### config.mk
export PLATFORM = sky130hd
export DESIGN_NAME = utf16_to_utf8_transcoder_unit
export DESIGN_NICKNAME = d
export VERILOG_FILES = /design/src/rtl/u2u8_pkg.sv /design/src/rtl/utf16_to_utf8_transcoder_unit.sv /design/src/rtl/u2u8_front.sv /design/src/rtl/u2u8_queue.sv /design/src/rtl/u2u8_back.sv
export SDC_FILE = /design/constraint.sdc
export NUM_CORES = 1
export LEC_CHECK = 0
export BUFFER_PORTS_ARGS = -buffer_cell sky130_fd_sc_hd__buf_2
export CAP_MARGIN = 20
export CORE_MARGIN = 4
export CORE_UTILIZATION = 39
export DETAILED_ROUTE_END_ITERATION = 16
export GPL_TIMING_DRIVEN = 0
export PLACE_DENSITY = 0.58
export SYNTH_ARGS = -nofsm -noshare
export SYNTH_HDL_FRONTEND = slang
export SYNTH_SLANG_ARGS = --single-unit
### constraint.sdc
create_clock -name clk -period 7.3 [get_ports clk]
set_clock_uncertainty 0.1 [all_clocks]
set_input_delay 0.365 -clock clk [delete_from_list [all_inputs] [get_ports clk]]
set_output_delay 0.365 -clock clk [all_outputs]
set_load 0.02 [all_outputs]
### src/rtl/u2u8_pkg.sv
// Package for the UTF-16 to UTF-8 transcoder: job type, status codes, byte builder.
package u2u8_pkg;

  localparam int QDepth = 4;
  localparam int QPtrW  = $clog2(QDepth);
  localparam int QCntW  = $clog2(QDepth + 1);

  // status codes
  localparam logic [1:0] ST_OK        = 2'd0;
  localparam logic [1:0] ST_LONE_LOW  = 2'd1;
  localparam logic [1:0] ST_UNPAIRED  = 2'd2;
  localparam logic [1:0] ST_PARTIAL   = 2'd3;

  // byte-count codes (number of bytes minus one)
  localparam logic [1:0] NB_ONE   = 2'd0;
  localparam logic [1:0] NB_TWO   = 2'd1;
  localparam logic [1:0] NB_THREE = 2'd2;
  localparam logic [1:0] NB_FOUR  = 2'd3;

  // one classified item waiting to be serialized
  typedef struct packed {
    logic [20:0] cp;        // code point, zero for error and NUL items
    logic [1:0]  nb;        // byte count minus one
    logic        str_end;   // last byte closes the string
    logic [1:0]  status;
  } job_t;

  // UTF-8 byte number idx of a code point encoded in nb+1 bytes
  function automatic logic [7:0] utf8_byte(input logic [20:0] cp, input logic [1:0] nb,
                                           input logic [1:0] idx);
    logic [7:0] b;
    b = 8'h00;
    case (nb)
      NB_ONE:   b = {1'b0, cp[6:0]};
      NB_TWO: begin
        case (idx)
          2'd0:    b = {3'b110, cp[10:6]};
          default: b = {2'b10, cp[5:0]};
        endcase
      end
      NB_THREE: begin
        case (idx)
          2'd0:    b = {4'b1110, cp[15:12]};
          2'd1:    b = {2'b10, cp[11:6]};
          default: b = {2'b10, cp[5:0]};
        endcase
      end
      default: begin
        case (idx)
          2'd0:    b = {5'b11110, cp[20:18]};
          2'd1:    b = {2'b10, cp[17:12]};
          2'd2:    b = {2'b10, cp[11:6]};
          default: b = {2'b10, cp[5:0]};
        endcase
      end
    endcase
    return b;
  endfunction

endpackage

### src/rtl/utf16_to_utf8_transcoder_unit.sv
// UTF-16 to UTF-8 transcoder, top level: front end, job queue and byte serializer.
// The first byte of a unit passes through the job queue, the serializer's job register
// and the output register.
// Throughput: one output byte per cycle while byte_ready is high and jobs are queued; a unit yields
// 1 to 4 bytes (zero for a held high surrogate), paced by the byte-wide output port.
// A four-entry job queue lets input intake run ahead of the output by up to four queued jobs.
// Reset: synchronous, clears surrogate and error state, empties queue and output.
module utf16_to_utf8_transcoder_unit (
  input  logic        clk,
  input  logic        rst,
  input  logic        unit_valid,
  output logic        unit_ready,
  input  logic [15:0] code_unit,
  input  logic        is_last,
  output logic        byte_valid,
  input  logic        byte_ready,
  output logic [7:0]  out_byte,
  output logic        run_end,
  output logic        string_end,
  output logic [1:0]  status
);
  import u2u8_pkg::*;

  logic accept, push, pop, q_full, q_nonempty;
  job_t push_job, q_head;

  assign unit_ready = !q_full;
  assign accept     = unit_valid && unit_ready;

  u2u8_front u_front (
    .clk       (clk),
    .rst       (rst),
    .accept    (accept),
    .code_unit (code_unit),
    .is_last   (is_last),
    .push      (push),
    .job       (push_job)
  );

  u2u8_queue u_queue (
    .clk      (clk),
    .rst      (rst),
    .push     (push),
    .push_job (push_job),
    .pop      (pop),
    .full     (q_full),
    .nonempty (q_nonempty),
    .head     (q_head)
  );

  u2u8_back u_back (
    .clk        (clk),
    .rst        (rst),
    .q_nonempty (q_nonempty),
    .q_head     (q_head),
    .q_pop      (pop),
    .byte_valid (byte_valid),
    .byte_ready (byte_ready),
    .out_byte   (out_byte),
    .run_end    (run_end),
    .string_end (string_end),
    .status     (status)
  );

  // an error item is a single zero byte that closes the string
  a_err_shape: assert property (@(posedge clk) disable iff (rst)
    (byte_valid && status != ST_OK) |-> (out_byte == 8'h00 && run_end && string_end))
    else $error("error item with bad shape");

  // string end only on the last byte of a unit
  a_str_run: assert property (@(posedge clk) disable iff (rst)
    (byte_valid && string_end) |-> run_end)
    else $error("string_end without run_end");

  // no push into a full queue
  a_no_overflow: assert property (@(posedge clk) disable iff (rst)
    push |-> !q_full)
    else $error("queue overflow");

  // in the cycle after reset is sampled, the queue is empty and no output is pending
  a_reset_clear: assert property (@(posedge clk)
    rst |=> (!byte_valid && !q_nonempty))
    else $error("state not cleared by reset");

endmodule

### src/rtl/u2u8_front.sv
// Front end: surrogate pairing, error tracking and classification of each code unit.
module u2u8_front (
  input  logic                 clk,
  input  logic                 rst,
  input  logic                 accept,
  input  logic [15:0]          code_unit,
  input  logic                 is_last,
  output logic                 push,
  output u2u8_pkg::job_t       job
);
  import u2u8_pkg::*;

  logic [9:0] pending_high_bits, pending_high_bits_next;
  logic       pending_valid, pending_valid_next;
  logic       string_failed, string_failed_next;

  logic        is_zero, ends, is_low, is_high, emit;
  logic [20:0] cp;

  assign is_zero = (code_unit == 16'h0000);
  assign ends    = is_last || is_zero;
  assign is_low  = (code_unit[15:10] == 6'b110111);
  assign is_high = (code_unit[15:10] == 6'b110110);

  // classify the unit and work out the next state
  always_comb begin
    pending_high_bits_next = pending_high_bits;
    pending_valid_next     = pending_valid;
    string_failed_next     = string_failed;
    emit                   = 1'b0;
    cp                     = 21'd0;
    job                    = '0;
    job.nb                 = NB_ONE;
    job.str_end            = 1'b1;
    job.status             = ST_OK;

    if (string_failed) begin
      string_failed_next = !ends;
    end else if (is_zero) begin
      emit                   = 1'b1;
      job.status             = pending_valid ? ST_PARTIAL : ST_OK;
      pending_valid_next     = 1'b0;
      pending_high_bits_next = 10'd0;
    end else if (is_low && !pending_valid) begin
      emit               = 1'b1;
      job.status         = ST_LONE_LOW;
      string_failed_next = !ends;
    end else if (!is_low && pending_valid) begin
      emit                   = 1'b1;
      job.status             = ST_UNPAIRED;
      string_failed_next     = !ends;
      pending_valid_next     = 1'b0;
      pending_high_bits_next = 10'd0;
    end else if (is_high) begin
      if (is_last) begin
        emit       = 1'b1;
        job.status = ST_PARTIAL;
      end else begin
        pending_valid_next     = 1'b1;
        pending_high_bits_next = code_unit[9:0];
      end
    end else begin
      // plain BMP unit or completed surrogate pair
      emit = 1'b1;
      if (is_low) begin
        cp                     = {1'b0, pending_high_bits, code_unit[9:0]} + 21'h10000;
        pending_valid_next     = 1'b0;
        pending_high_bits_next = 10'd0;
      end else begin
        cp = {5'd0, code_unit};
      end
      job.cp      = cp;
      job.str_end = is_last;
      if (cp < 21'h80)         job.nb = NB_ONE;
      else if (cp < 21'h800)   job.nb = NB_TWO;
      else if (cp < 21'h10000) job.nb = NB_THREE;
      else                     job.nb = NB_FOUR;
    end
  end

  assign push = accept && emit;

  // state registers
  always_ff @(posedge clk) begin
    if (rst) begin
      pending_high_bits <= 10'd0;
      pending_valid     <= 1'b0;
      string_failed     <= 1'b0;
    end else if (accept) begin
      pending_high_bits <= pending_high_bits_next;
      pending_valid     <= pending_valid_next;
      string_failed     <= string_failed_next;
    end
  end

endmodule

### src/rtl/u2u8_queue.sv
// Short job queue between the front end and the byte serializer.
module u2u8_queue (
  input  logic           clk,
  input  logic           rst,
  input  logic           push,
  input  u2u8_pkg::job_t push_job,
  input  logic           pop,
  output logic           full,
  output logic           nonempty,
  output u2u8_pkg::job_t head
);
  import u2u8_pkg::*;

  job_t             mem [QDepth];
  logic [QPtrW-1:0] wr_ptr, rd_ptr;
  logic [QCntW-1:0] count;

  assign full     = (count == QCntW'(QDepth));
  assign nonempty = (count != '0);
  assign head     = mem[rd_ptr];

  // storage
  always_ff @(posedge clk) begin
    if (push) mem[wr_ptr] <= push_job;
  end

  // pointers and fill count
  always_ff @(posedge clk) begin
    if (rst) begin
      wr_ptr <= '0;
      rd_ptr <= '0;
      count  <= '0;
    end else begin
      if (push) wr_ptr <= wr_ptr + 1'b1;
      if (pop)  rd_ptr <= rd_ptr + 1'b1;
      case ({push, pop})
        2'b10:   count <= count + 1'b1;
        2'b01:   count <= count - 1'b1;
        default: count <= count;
      endcase
    end
  end

endmodule

### src/rtl/u2u8_back.sv
// Back end: turns queued jobs into UTF-8 bytes, one per cycle while the output is not stalled, into an output register.
module u2u8_back (
  input  logic           clk,
  input  logic           rst,
  input  logic           q_nonempty,
  input  u2u8_pkg::job_t q_head,
  output logic           q_pop,
  output logic           byte_valid,
  input  logic           byte_ready,
  output logic [7:0]     out_byte,
  output logic           run_end,
  output logic           string_end,
  output logic [1:0]     status
);
  import u2u8_pkg::*;

  job_t       job;
  logic       active;
  logic [1:0] idx;
  logic       emit, last_byte;

  assign emit      = active && (!byte_valid || byte_ready);
  assign last_byte = (idx == job.nb);
  assign q_pop     = q_nonempty && (!active || (emit && last_byte));

  // serializer control
  always_ff @(posedge clk) begin
    if (rst) begin
      active     <= 1'b0;
      byte_valid <= 1'b0;
      idx        <= 2'd0;
    end else begin
      if (emit) byte_valid <= 1'b1;
      else if (byte_ready) byte_valid <= 1'b0;
      if (q_pop) begin
        active <= 1'b1;
        idx    <= 2'd0;
      end else if (emit) begin
        idx <= idx + 2'd1;
        if (last_byte) active <= 1'b0;
      end
    end
  end

  // job and output payload
  always_ff @(posedge clk) begin
    if (q_pop) job <= q_head;
    if (emit) begin
      out_byte   <= utf8_byte(job.cp, job.nb, idx);
      run_end    <= last_byte;
      string_end <= last_byte && job.str_end;
      status     <= job.status;
    end
  end

endmodule

==> impl_results.md, run 1 <==
* Outcome: completed
* CP arrival at 3.82 ns
* Die extent in y at 141 um
* Grt ovf at 0
* Max-Cap Viols at 0
* Wire per inst at 19.0 um
* # fillers at 1546
* Setup bufs post-CTS at 0
* Die Span X at 141 um
* Yosys cell types at 54
* Pins Over Slew Limit at 0
* CTS Buffer Depth at 2
* Avg Cell Area, Syn at 16.0 um2
* Post-synth top area share at 62.1%
* Post-layout min period at 3.57 ns
* Final Hold Viols at 0
* Critical Path End Type: flip-flop
* Number of flops mapped to enable cells by yosys at 142
* Layout cells sized above 1 at 24.4%
* Multi-input logic area at 1990 um2
* Final TNS setup at 0 ns
* Port bufs at 33
* Nets at 515
* Worst slew margin at 48.9%
* DRT iter0 DRCs at 321
* Dominant cells by area after synthesis: edfxtp_1 62%, mux4_2 8.5%, dfxtp_1 6.7%
* CTS root buf: clkbuf_16
* TritonCTS clock tree: done
* First-pass GRT wire length at 21400 um
* Total detailed-routing wirelength at 13700 um
* Warnings, synthesis at 0
* Core ar. at 17300 um2
* Worst Path Max Fanout at 30
* Total GRT Usage at 14.5%
* Clock slew at reported path FFs at 0.06 ns
* Clk sinks at 165
* Most frequent cells in the layout: 142 x edfxtp_1, 40 x buf_2, 26 x mux4_2
* Mapped Nets at 462
* CTS Buf Count at 17
* Register area at 4720 um2
* Initial antenna violation count at 0
* Setup crit start kind: flip-flop
* Area growth syn-to-layout at 15.1%
* Largest net degree at the start of global routing at 31
* Final Hold Slack at 0.0944 ns
* Final setup violation count at 0
* Dpl cells at 688
* Rows at 48
* DR pass1 iterations at 4
* Async set-reset flop share out of synthesis at 0%
* Yosys reg bits at 165
* Max VDD drop at 0.193 mV
* # diodes at 0
* DRC viols at 0
* Finished Layout Cells at 720
* Most common cell after layout, fill and taps aside: edfxtp_1
* Die Area at 19800 um2
* Vias in the first global route at 3841
* Power per cell area at 382 nW/um2
* Class of the worst hold path: primary input to flip-flop
* Leak at 2.70 nW
* Clock Latency Late Sink at 0.43 ns
* Final HPWL DP at 9480 um
* Sequential-to-total area share from yosys stat at 68.8%
* Starting Density at 39.7%
* Routed via count at 3764
* Antenna-violating nets left at 0
* CTS hold repair buffers at 0
* Ys flop type: edfxtp_1
* Area leader, netlist: edfxtp_1
* Fin crit share at 48.9%
* I/O pins at 35
* Worst Tran Pin Value at 0.767 ns
* RSZ-0062 raised after global routing: no
* Critical path type: flip-flop to flip-flop
* Post_cts resized at 0
* Max Clock Freq at 280 MHz
* Vias/cell at 5.23
* Cells after synthesis at 429
* GP Congestion at 0.882
* Synth Cell Area at 6870 um2
* WP data required at 7.55 ns
* H-tree levels at 4
-- Yosys cell counts (3+ instances only) --
cell / number
nand3_1: 5
a22oi_1: 7
inv_1: 14
clkbuf_1: 11
a222oi_1: 3
and2_1: 15
nand3b_1: 3
a31oi_1: 8
a21oi_1: 12
nor2_2: 6
nor2_1: 25
ha_1: 11
o21ai_0: 8
xor2_1: 6
xnor2_1: 5
a21o_1: 3
nand2_1: 14
o31ai_1: 3
mux2i_1: 3
mux4_2: 26
edfxtp_1: 142
a22o_1: 14
o21a_1: 5
or3_1: 4
buf_2: 7
dfxtp_1: 23
nor3_1: 10
-- critical path, stage by stage, from the launching register on --
cell and delay (ns):
edfxtp_1 0.35, buf_2 0.18, xor2_1 0.17, o31ai_1 0.60, o31a_2 0.77, ha_1 0.31, inv_1 0.06, fa_1 0.37
xor2_1 0.16, or3_1 0.30, a21oi_1 0.14
-- final timing paths --
check	startpoint	end	slack, ns	cells after the start
setup / recovery	u_back.job[3]	u_queue.count[2]	3.73	10
hold / removal	code_unit[0]	u_front.pending_high_bits[0]	0.09	2
setup reg to reg	u_back.job[3]	u_queue.count[2]	3.73	10
hold reg to reg	u_back.job[1]	u_back.status[1]	0.34	0
-- layout make-up --
cell class	instances	area share, %
sequential	165	59.8
multi-input combinational	228	25.1
buffer	22	1.39
timing repair buffer	34	2.44
clock inverter	14	1.65
tap	225	3.56
inverter	14	0.665
clock buffer	18	5.43
-- power breakdown --
| part | switching, mW | internal (mW) | total, mW |
|---|---|---|---|
| registers | 0.0797 | 1.29 | 1.37 |
| clock network | 0.366 | 0.471 | 0.838 |
| logic | 0.485 | 0.325 | 0.810 |
-- metal layers --
layer  track usage [%]  wire length [um]  vias up
li1                  -                 -     1781
met1              19.2              6500     1895
met2              22.8              6430       75
met3              3.02               504       13
met4              7.29               228        0
met5                 0                 0        -
-- metrics by stage --
step | util, % | instance area (um2) | total power [mW] | setup slack [ns]
5_1_grt | 45.7 | 7910 | 3.18 | 3.46
6_report | 45.7 | 7910 | 3.02 | 3.73
3_5_place_dp | 42.5 | 7350 | 2.22 | 3.71
4_1_cts | 45.7 | 7910 | 3.06 | 3.69
2_1_floorplan | - | 6870 | 1.96 | 3.97
3_3_place_gp | 42.3 | 7310 | 2.21 | 3.22
-- state kept, by name, indices dropped and copies added (netlist names) --
signal and count:
u_queue.mem 104, u_front.string_failed 1, u_queue.rd_ptr 2, u_back.run_end 1, u_front.pending_valid 1, u_back.active 1
u_back.string_end 1, u_front.pending_high_bits 10, u_back.status 2, u_queue.wr_ptr 2, u_queue.count 3, u_back.out_byte 8
u_back.job 26, u_back.byte_valid 1, u_back.idx 2
-- cells by family (layout without fill, tap and decap cells) --
| kind of cell | after synthesis | in the layout | share of synthesized area [%] |
|---|---|---|---|
| xor gates and xnor gates | 11 | 11 | 1.40 |
| adders and majority gates | 12 | 12 | 2.30 |
| muxes | 29 | 29 | 8.96 |
| AOI/OAI and AO/OA | 77 | 77 | 8.31 |
| buffers and inverters | 36 | 102 | 2.37 |
| DFF | 165 | 165 | 68.8 |
| and+or+nand+nor | 99 | 99 | 7.87 |
Note: power is estimated with default switching activity, not from simulation.
==> run 2: changes to the inputs <==
--- a/config.mk
+++ b/config.mk
@@ -11,7 +11,7 @@
 export CORE_UTILIZATION = 39
 export DETAILED_ROUTE_END_ITERATION = 16
 export GPL_TIMING_DRIVEN = 0
-export PLACE_DENSITY = 0.58
+export PLACE_DENSITY = 0.6
 export SYNTH_ARGS = -nofsm -noshare
 export SYNTH_HDL_FRONTEND = slang
 export SYNTH_SLANG_ARGS = --single-unit
==> constraint.sdc (replaced) <==
create_clock -name clk -period 2.9 [get_ports clk]
set_clock_uncertainty 0.1 [all_clocks]
set_input_delay 0.145 -clock clk [delete_from_list [all_inputs] [get_ports clk]]
set_output_delay 0.145 -clock clk [all_outputs]
set_load 0.02 [all_outputs]
==> impl_results.md, run 2 (same netlist as run 1, synthesis figures left out) <==
* Pins Over Slew Limit at 0 (unchanged)
* First-pass GRT wire length at 21300 um (-0.13%)
* Finished Layout Cells at 734 (+1.9%)
* Total GRT Usage at 14.2% (-0.26 points)
* RR Endpoint: u_queue.count[2]
* Class of the worst hold path: primary input to flip-flop
* Grt ovf at 0 (unchanged)
* Top reg by flops: u_queue.mem
* Die Area at 19800 um2 (unchanged)
* Nets at 529 (+2.7%)
* DRT iter0 DRCs at 289 (-10%)
* Starting Density at 39.7% (unchanged)
* Area growth syn-to-layout at 17.1%
* Max VDD drop at 0.434 mV (+120%)
* Worst Tran Pin Value at 0.738 ns (-0.0283 ns)
* Rows at 48 (unchanged)
* DR pass1 iterations at 5 (+1)
* Port bufs at 33 (unchanged)
* Vias/cell at 5.28 (+1.1%)
* Routed via count at 3879 (+3.1%)
* WP data required at 3.15 ns (-4.40 ns)
* Critical Path End: u_queue.count[2]
* R2R Path Start: u_back.job[3]
* DRC viols at 0 (unchanged)
* CTS Buf Count at 17 (unchanged)
* Max-Cap Viols at 0 (unchanged)
* Wire per inst at 18.4 um (-2.8%)
* Vias in the first global route at 3949 (+2.8%)
* Critical Path End Type: flip-flop
* H-tree levels at 4 (unchanged)
* Largest net degree at the start of global routing at 27 (-13%)
* Final setup violation count at 0 (unchanged)
* CP dominant cell by count: xor2_1
* Initial antenna violation count at 0 (unchanged)
* Core ar. at 17300 um2 (unchanged)
* Leak at 2.76 nW (+2.4%)
* Critical path type: flip-flop to flip-flop
* Total detailed-routing wirelength at 13500 um (-0.92%)
* Die extent in y at 141 um (unchanged)
* Final Util at 46.5% (+0.77 points)
* Worst-path cell chain: buf_2, xor2_1, o31ai_4, o31a_4, ha_1, inv_1, fa_1, xor2_1, or3_1, a21oi_1
* CP max stage cell: fa_1
* Post-layout min period at 2.71 ns (-0.860 ns)
* CTS root buf: clkbuf_16
* Dpl cells at 687 (-0.15%)
* Layout cells sized above 1 at 23.8% (-0.67 points)
* Biggest regs: u_queue.mem (104), u_back.job (26), u_front.pending_high_bits (10)
* Clock Latency Late Sink at 0.42 ns (about the same)
* R2R Setup Slk at 0.19 ns (-3.54 ns)
* Clock slew at reported path FFs at 0.06 ns (about the same)
* Power per cell area at 949 nW/um2 (+150%)
* Worst slew margin at 50.8% (+1.9 points)
* GP Congestion at 0.875 (-0.76%)
* CTS Buffer Depth at 2 (unchanged)
* RSZ-0062 raised after global routing: no
* # fillers at 1508 (-2.5%)
* CP arrival at 2.96 ns (-0.86 ns)
* I/O pins at 35 (unchanged)
* Clk sinks at 165 (unchanged)
* Die Span X at 141 um (unchanged)
* TritonCTS clock tree: done
* Most common cell after layout, fill and taps aside: edfxtp_1
* Most frequent cells in the layout: 142 x edfxtp_1, 40 x buf_2, 26 x mux4_2
* Outcome: completed
* # diodes at 0 (unchanged)
* Worst reg-to-reg path cell count at 10 (unchanged)
* Power Total at 7.63 mW (+150%)
* Max incr delay on CP at 0.38 ns (-0.39 ns)
* Setup crit start kind: flip-flop
* Max Clock Freq at 369 MHz (+32%)
* Worst Path Max Fanout at 8 (-73%)
* Antenna-violating nets left at 0 (unchanged)
* Fin crit share at 93.5% (+45 points)
* CP startpoint: u_back.job[3]
* Final Hold Viols at 0 (unchanged)
* Max FFs per register at 104 (unchanged)
* Final HPWL DP at 8960 um (-5.4%)
## run 2: changes by cell type in the layout (fill, tap and decap cells not counted), sizes merged, moves of 2 or more
cell | previous run | this run
dlygate4sd3 | 0 | 13
clkinvlp | 5 | 3
clkbuf | 29 | 35
inv | 17 | 15
## run 2: worst min-delay path by stage
stage / start / to / slack, ns / cells past startpoint
3_3_place_gp: code_unit[7] / u_front.pending_high_bits[7] / 0.29 / 2
2_1_floorplan: code_unit[0] / u_front.pending_high_bits[0] / 0.17 / 1
5_1_grt: is_last / u_queue.mem[2][2] / 0.09 / 3
3_5_place_dp: code_unit[7] / u_front.pending_high_bits[7] / 0.29 / 2
4_1_cts: is_last / u_queue.mem[2][2] / 0.08 / 3
6_report: is_last / u_queue.mem[1][2] / 0.1 / 3
## run 2: through the flow
step / TNS (ns) / setup WS (ns) / cell area (um2) / hold slack [ns]
finish: 0 / 0.189 / 8040 / 0.0960
CTS: 0 / 0.000755 / 8030 / 0.0770
floorplan: 0 / 0.0849 / 6880 / 0.171
global placement: -9.15 / -0.191 / 7320 / 0.292
global route: 0 / 0.0550 / 8040 / 0.0921
detailed placement: -0.249 / -0.246 / 7330 / 0.295
## run 2: critical path: cells and delay by family, from the launching register on
family / cells / cell delay, ns
AOI/OAI and AO/OA: 3 / 0.72
xor gates and xnor gates: 2 / 0.36
adders and majority gates: 2 / 0.55
DFF: 1 / 0.35
buffers and inverters: 2 / 0.25
and+or+nand+nor: 1 / 0.31
## run 2: metal layers
layer | wire length [um] | part of all wire, % | GRT usage [%]
met1 | 6100 | 45 | 18.7
met2 | 6530 | 48 | 23.0
met3 | 635 | 4.7 | 3.09
met4 | 264 | 2.0 | 6.27
met5 | 0 | 0 | 0
## run 2: final cells by class
class	instances	area (um2)	area share, %
Inverter	14	52.6	0.654
Buffer	22	110	1.37
Clock inverter	8	47.5	0.591
Clock buffer	24	503	6.26
Tap cell	225	282	3.50
Timing Repair Buffer	47	303	3.77
Sequential cell	165	4720	58.8
Multi-Input combinational cell	229	2020	25.1
## run 2: power by group
part	internal, mW	total [mW]	switching [mW]
combinational	0.872	2.12	1.25
sequential	3.24	3.45	0.204
clock	1.21	2.06	0.851
total	5.32	7.63	2.31
## run 2: what timing repair did
action,4_1_cts,5_1_grt
hold buffers,13,0
cloned,1,0
buffers inserted,0,1
hold endpoints to repair,12,0
setup endpoints to repair,2,1
pin swaps,0,0
gates resized for setup,2,0
==> run 3: changes to the inputs <==
--- a/config.mk
+++ b/config.mk
@@ -8,10 +8,10 @@
 export BUFFER_PORTS_ARGS = -buffer_cell sky130_fd_sc_hd__buf_2
 export CAP_MARGIN = 20
 export CORE_MARGIN = 4
-export CORE_UTILIZATION = 39
+export CORE_UTILIZATION = 50
 export DETAILED_ROUTE_END_ITERATION = 16
 export GPL_TIMING_DRIVEN = 0
-export PLACE_DENSITY = 0.6
+export PLACE_DENSITY = 0.73
 export SYNTH_ARGS = -nofsm -noshare
 export SYNTH_HDL_FRONTEND = slang
 export SYNTH_SLANG_ARGS = --single-unit
==> impl_results.md, run 3 (same netlist as run 1, synthesis figures left out) <==
* Grt ovf at 0 (unchanged)
* Total GRT Usage at 18.1% (+3.9 points)
* Final setup violation count at 0 (unchanged)
* DR pass1 iterations at 5 (unchanged)
* Layout cells sized above 1 at 22.5% (-1.3 points)
* Class of the worst hold path: primary input to flip-flop
* Post-layout min period at 2.71 ns (+0.00155 ns)
* Worst Path Max Fanout at 8 (unchanged)
* Outcome: completed
* CTS root buf: clkbuf_16
* Port bufs at 33 (unchanged)
* Worst Tran Pin Value at 0.715 ns (-0.0237 ns)
* Dpl cells at 642 (-6.6%)
* Final Hold Viols at 0 (unchanged)
* Top reg by flops: u_queue.mem
* Initial antenna violation count at 0 (unchanged)
* Clock Latency Late Sink at 0.42 ns (about the same)
* Largest net degree at the start of global routing at 18 (-33%)
* # diodes at 0 (unchanged)
* Rows at 42 (-13%)
* WP data required at 3.14 ns (about the same)
* CP startpoint: u_back.job[3]
* Most common cell after layout, fill and taps aside: edfxtp_1
* Power per cell area at 936 nW/um2 (-1.3%)
* Routed via count at 3928 (+1.3%)
* DRT iter0 DRCs at 399 (+38%)
* Worst Hold Launch: is_last
* Core ar. at 13300 um2 (-23%)
* Die extent in y at 125 um (-11%)
* Pins Over Slew Limit at 0 (unchanged)
* Max VDD drop at 0.535 mV (+23%)
* Biggest regs: u_queue.mem (104), u_back.job (26), u_front.pending_high_bits (10)
* Final HPWL DP at 9270 um (+3.4%)
* GP Congestion at 0.936 (+7.0%)
* Fin crit share at 93.5% (about the same)
* CP arrival at 2.95 ns (about the same)
* Antenna-violating nets left at 0 (unchanged)
* R2R Path Start: u_back.job[3]
* DRC viols at 0 (unchanged)
* CTS Buffer Depth at 2 (unchanged)
* Die Area at 15700 um2 (-21%)
* RSZ-0062 raised after global routing: no
* Max Clock Freq at 369 MHz (about the same)
* Wire per inst at 19.4 um (+5.2%)
* Die Span X at 125 um (-11%)
* I/O pins at 35 (unchanged)
* Starting Density at 51.5% (+12 points)
* Critical path type: flip-flop to flip-flop
* Leak at 2.78 nW (+0.51%)
* Nets at 533 (+0.76%)
* TritonCTS clock tree: done
* Worst slew margin at 52.4% (+1.6 points)
* Total detailed-routing wirelength at 13300 um (-1.6%)
* Max-Cap Viols at 0 (unchanged)
* First-pass GRT wire length at 21600 um (+1.2%)
* Vias/cell at 5.72 (+8.2%)
* Finished Layout Cells at 687 (-6.4%)
* Max FFs per register at 104 (unchanged)
* CTS Buf Count at 17 (unchanged)
* Setup crit start kind: flip-flop
* Vias in the first global route at 4028 (+2.0%)
* Critical Path End Type: flip-flop
* Area growth syn-to-layout at 16.7%
* Most frequent cells in the layout: 142 x edfxtp_1, 40 x buf_2, 26 x mux4_2
* Final Util at 60.1% (+14 points)
* H-tree levels at 4 (unchanged)
* Clock slew at reported path FFs at 0.06 ns (about the same)
* Clk sinks at 165 (unchanged)
==> run 3: cell types whose count changed in the layout (fill, tap and decap cells not counted), sizes merged <==
cell,delta
buf,+4
clkinv,+2
clkinvlp,-2
clkbuf,-1
inv,-1
==> run 3: critical path, cell delays in order, from the launching register on <==
cell and delay [ns]:
edfxtp_1 0.35, buf_2 0.18, xor2_1 0.19, o31ai_4 0.38, o31a_4 0.21, ha_1 0.17, inv_1 0.06, fa_1 0.37
xor2_1 0.16, or3_1 0.30, a21oi_1 0.16
==> run 3: repair_timing <==
| item | in CTS | in global routing |
|---|---|---|
| hold endpoints to repair | 12 | 0 |
| hold buffers | 13 | 0 |
| setup endpoints to repair | 2 | 0 |
| buffers inserted | 1 | 0 |
| gates resized for setup | 2 | 0 |
==> run 3: per-stage QoR <==
step / instance area (um2) / TNS (ns) / power, mW / hold WS (ns) / setup WS (ns)
final: 8020 / 0 / 7.50 / 0.0927 / 0.187
after global placement: 7260 / -0.854 / 5.44 / 0.281 / -0.152
after CTS: 8020 / 0 / 7.54 / 0.0667 / 0.183
after detailed placement: 7370 / -0.241 / 5.57 / 0.294 / -0.241
after global routing: 8020 / 0 / 7.89 / 0.102 / 0.0877
after floorplan: 6880 / 0 / 4.95 / 0.171 / 0.0849
==> run 3: path summary, 6_finish.rpt <==
check	cells after the start	slack (ns)	to
setup / recovery	10	0.19	u_queue.count[2]
hold / removal	3	0.09	u_queue.mem[0][2]
setup reg to reg	10	0.19	u_queue.count[2]
hold reg to reg	0	0.32	u_back.status[1]
==> run 3: layout make-up <==
| class | instances | area (um2) |
|---|---|---|
| timing repair buffer | 51 | 413 |
| sequential | 165 | 4720 |
| fill | 979 | 5330 |
| buffer | 22 | 110 |
| clock buffer | 23 | 448 |
| inverter | 14 | 52.6 |
| tap | 176 | 220 |
| clock inverter | 7 | 35.0 |
| multi-input combinational | 229 | 2010 |
==> run 3: power by group <==
group / switching (mW) / leakage, nW / internal (mW)
registers: 0.209 / 1.52 / 3.24
logic: 1.25 / 1.03 / 0.909
clock network: 0.818 / 0.236 / 1.07
total: 2.28 / 2.78 / 5.22
==> run 3: metal layers <==
metal	vias up	share of wire, %	track usage [%]
li1	1823	-	-
met3	20	5.6	3.71
met2	158	51	30.6
met1	1927	42	23.1
met4	0	2.0	7.46
met5	-	0	0
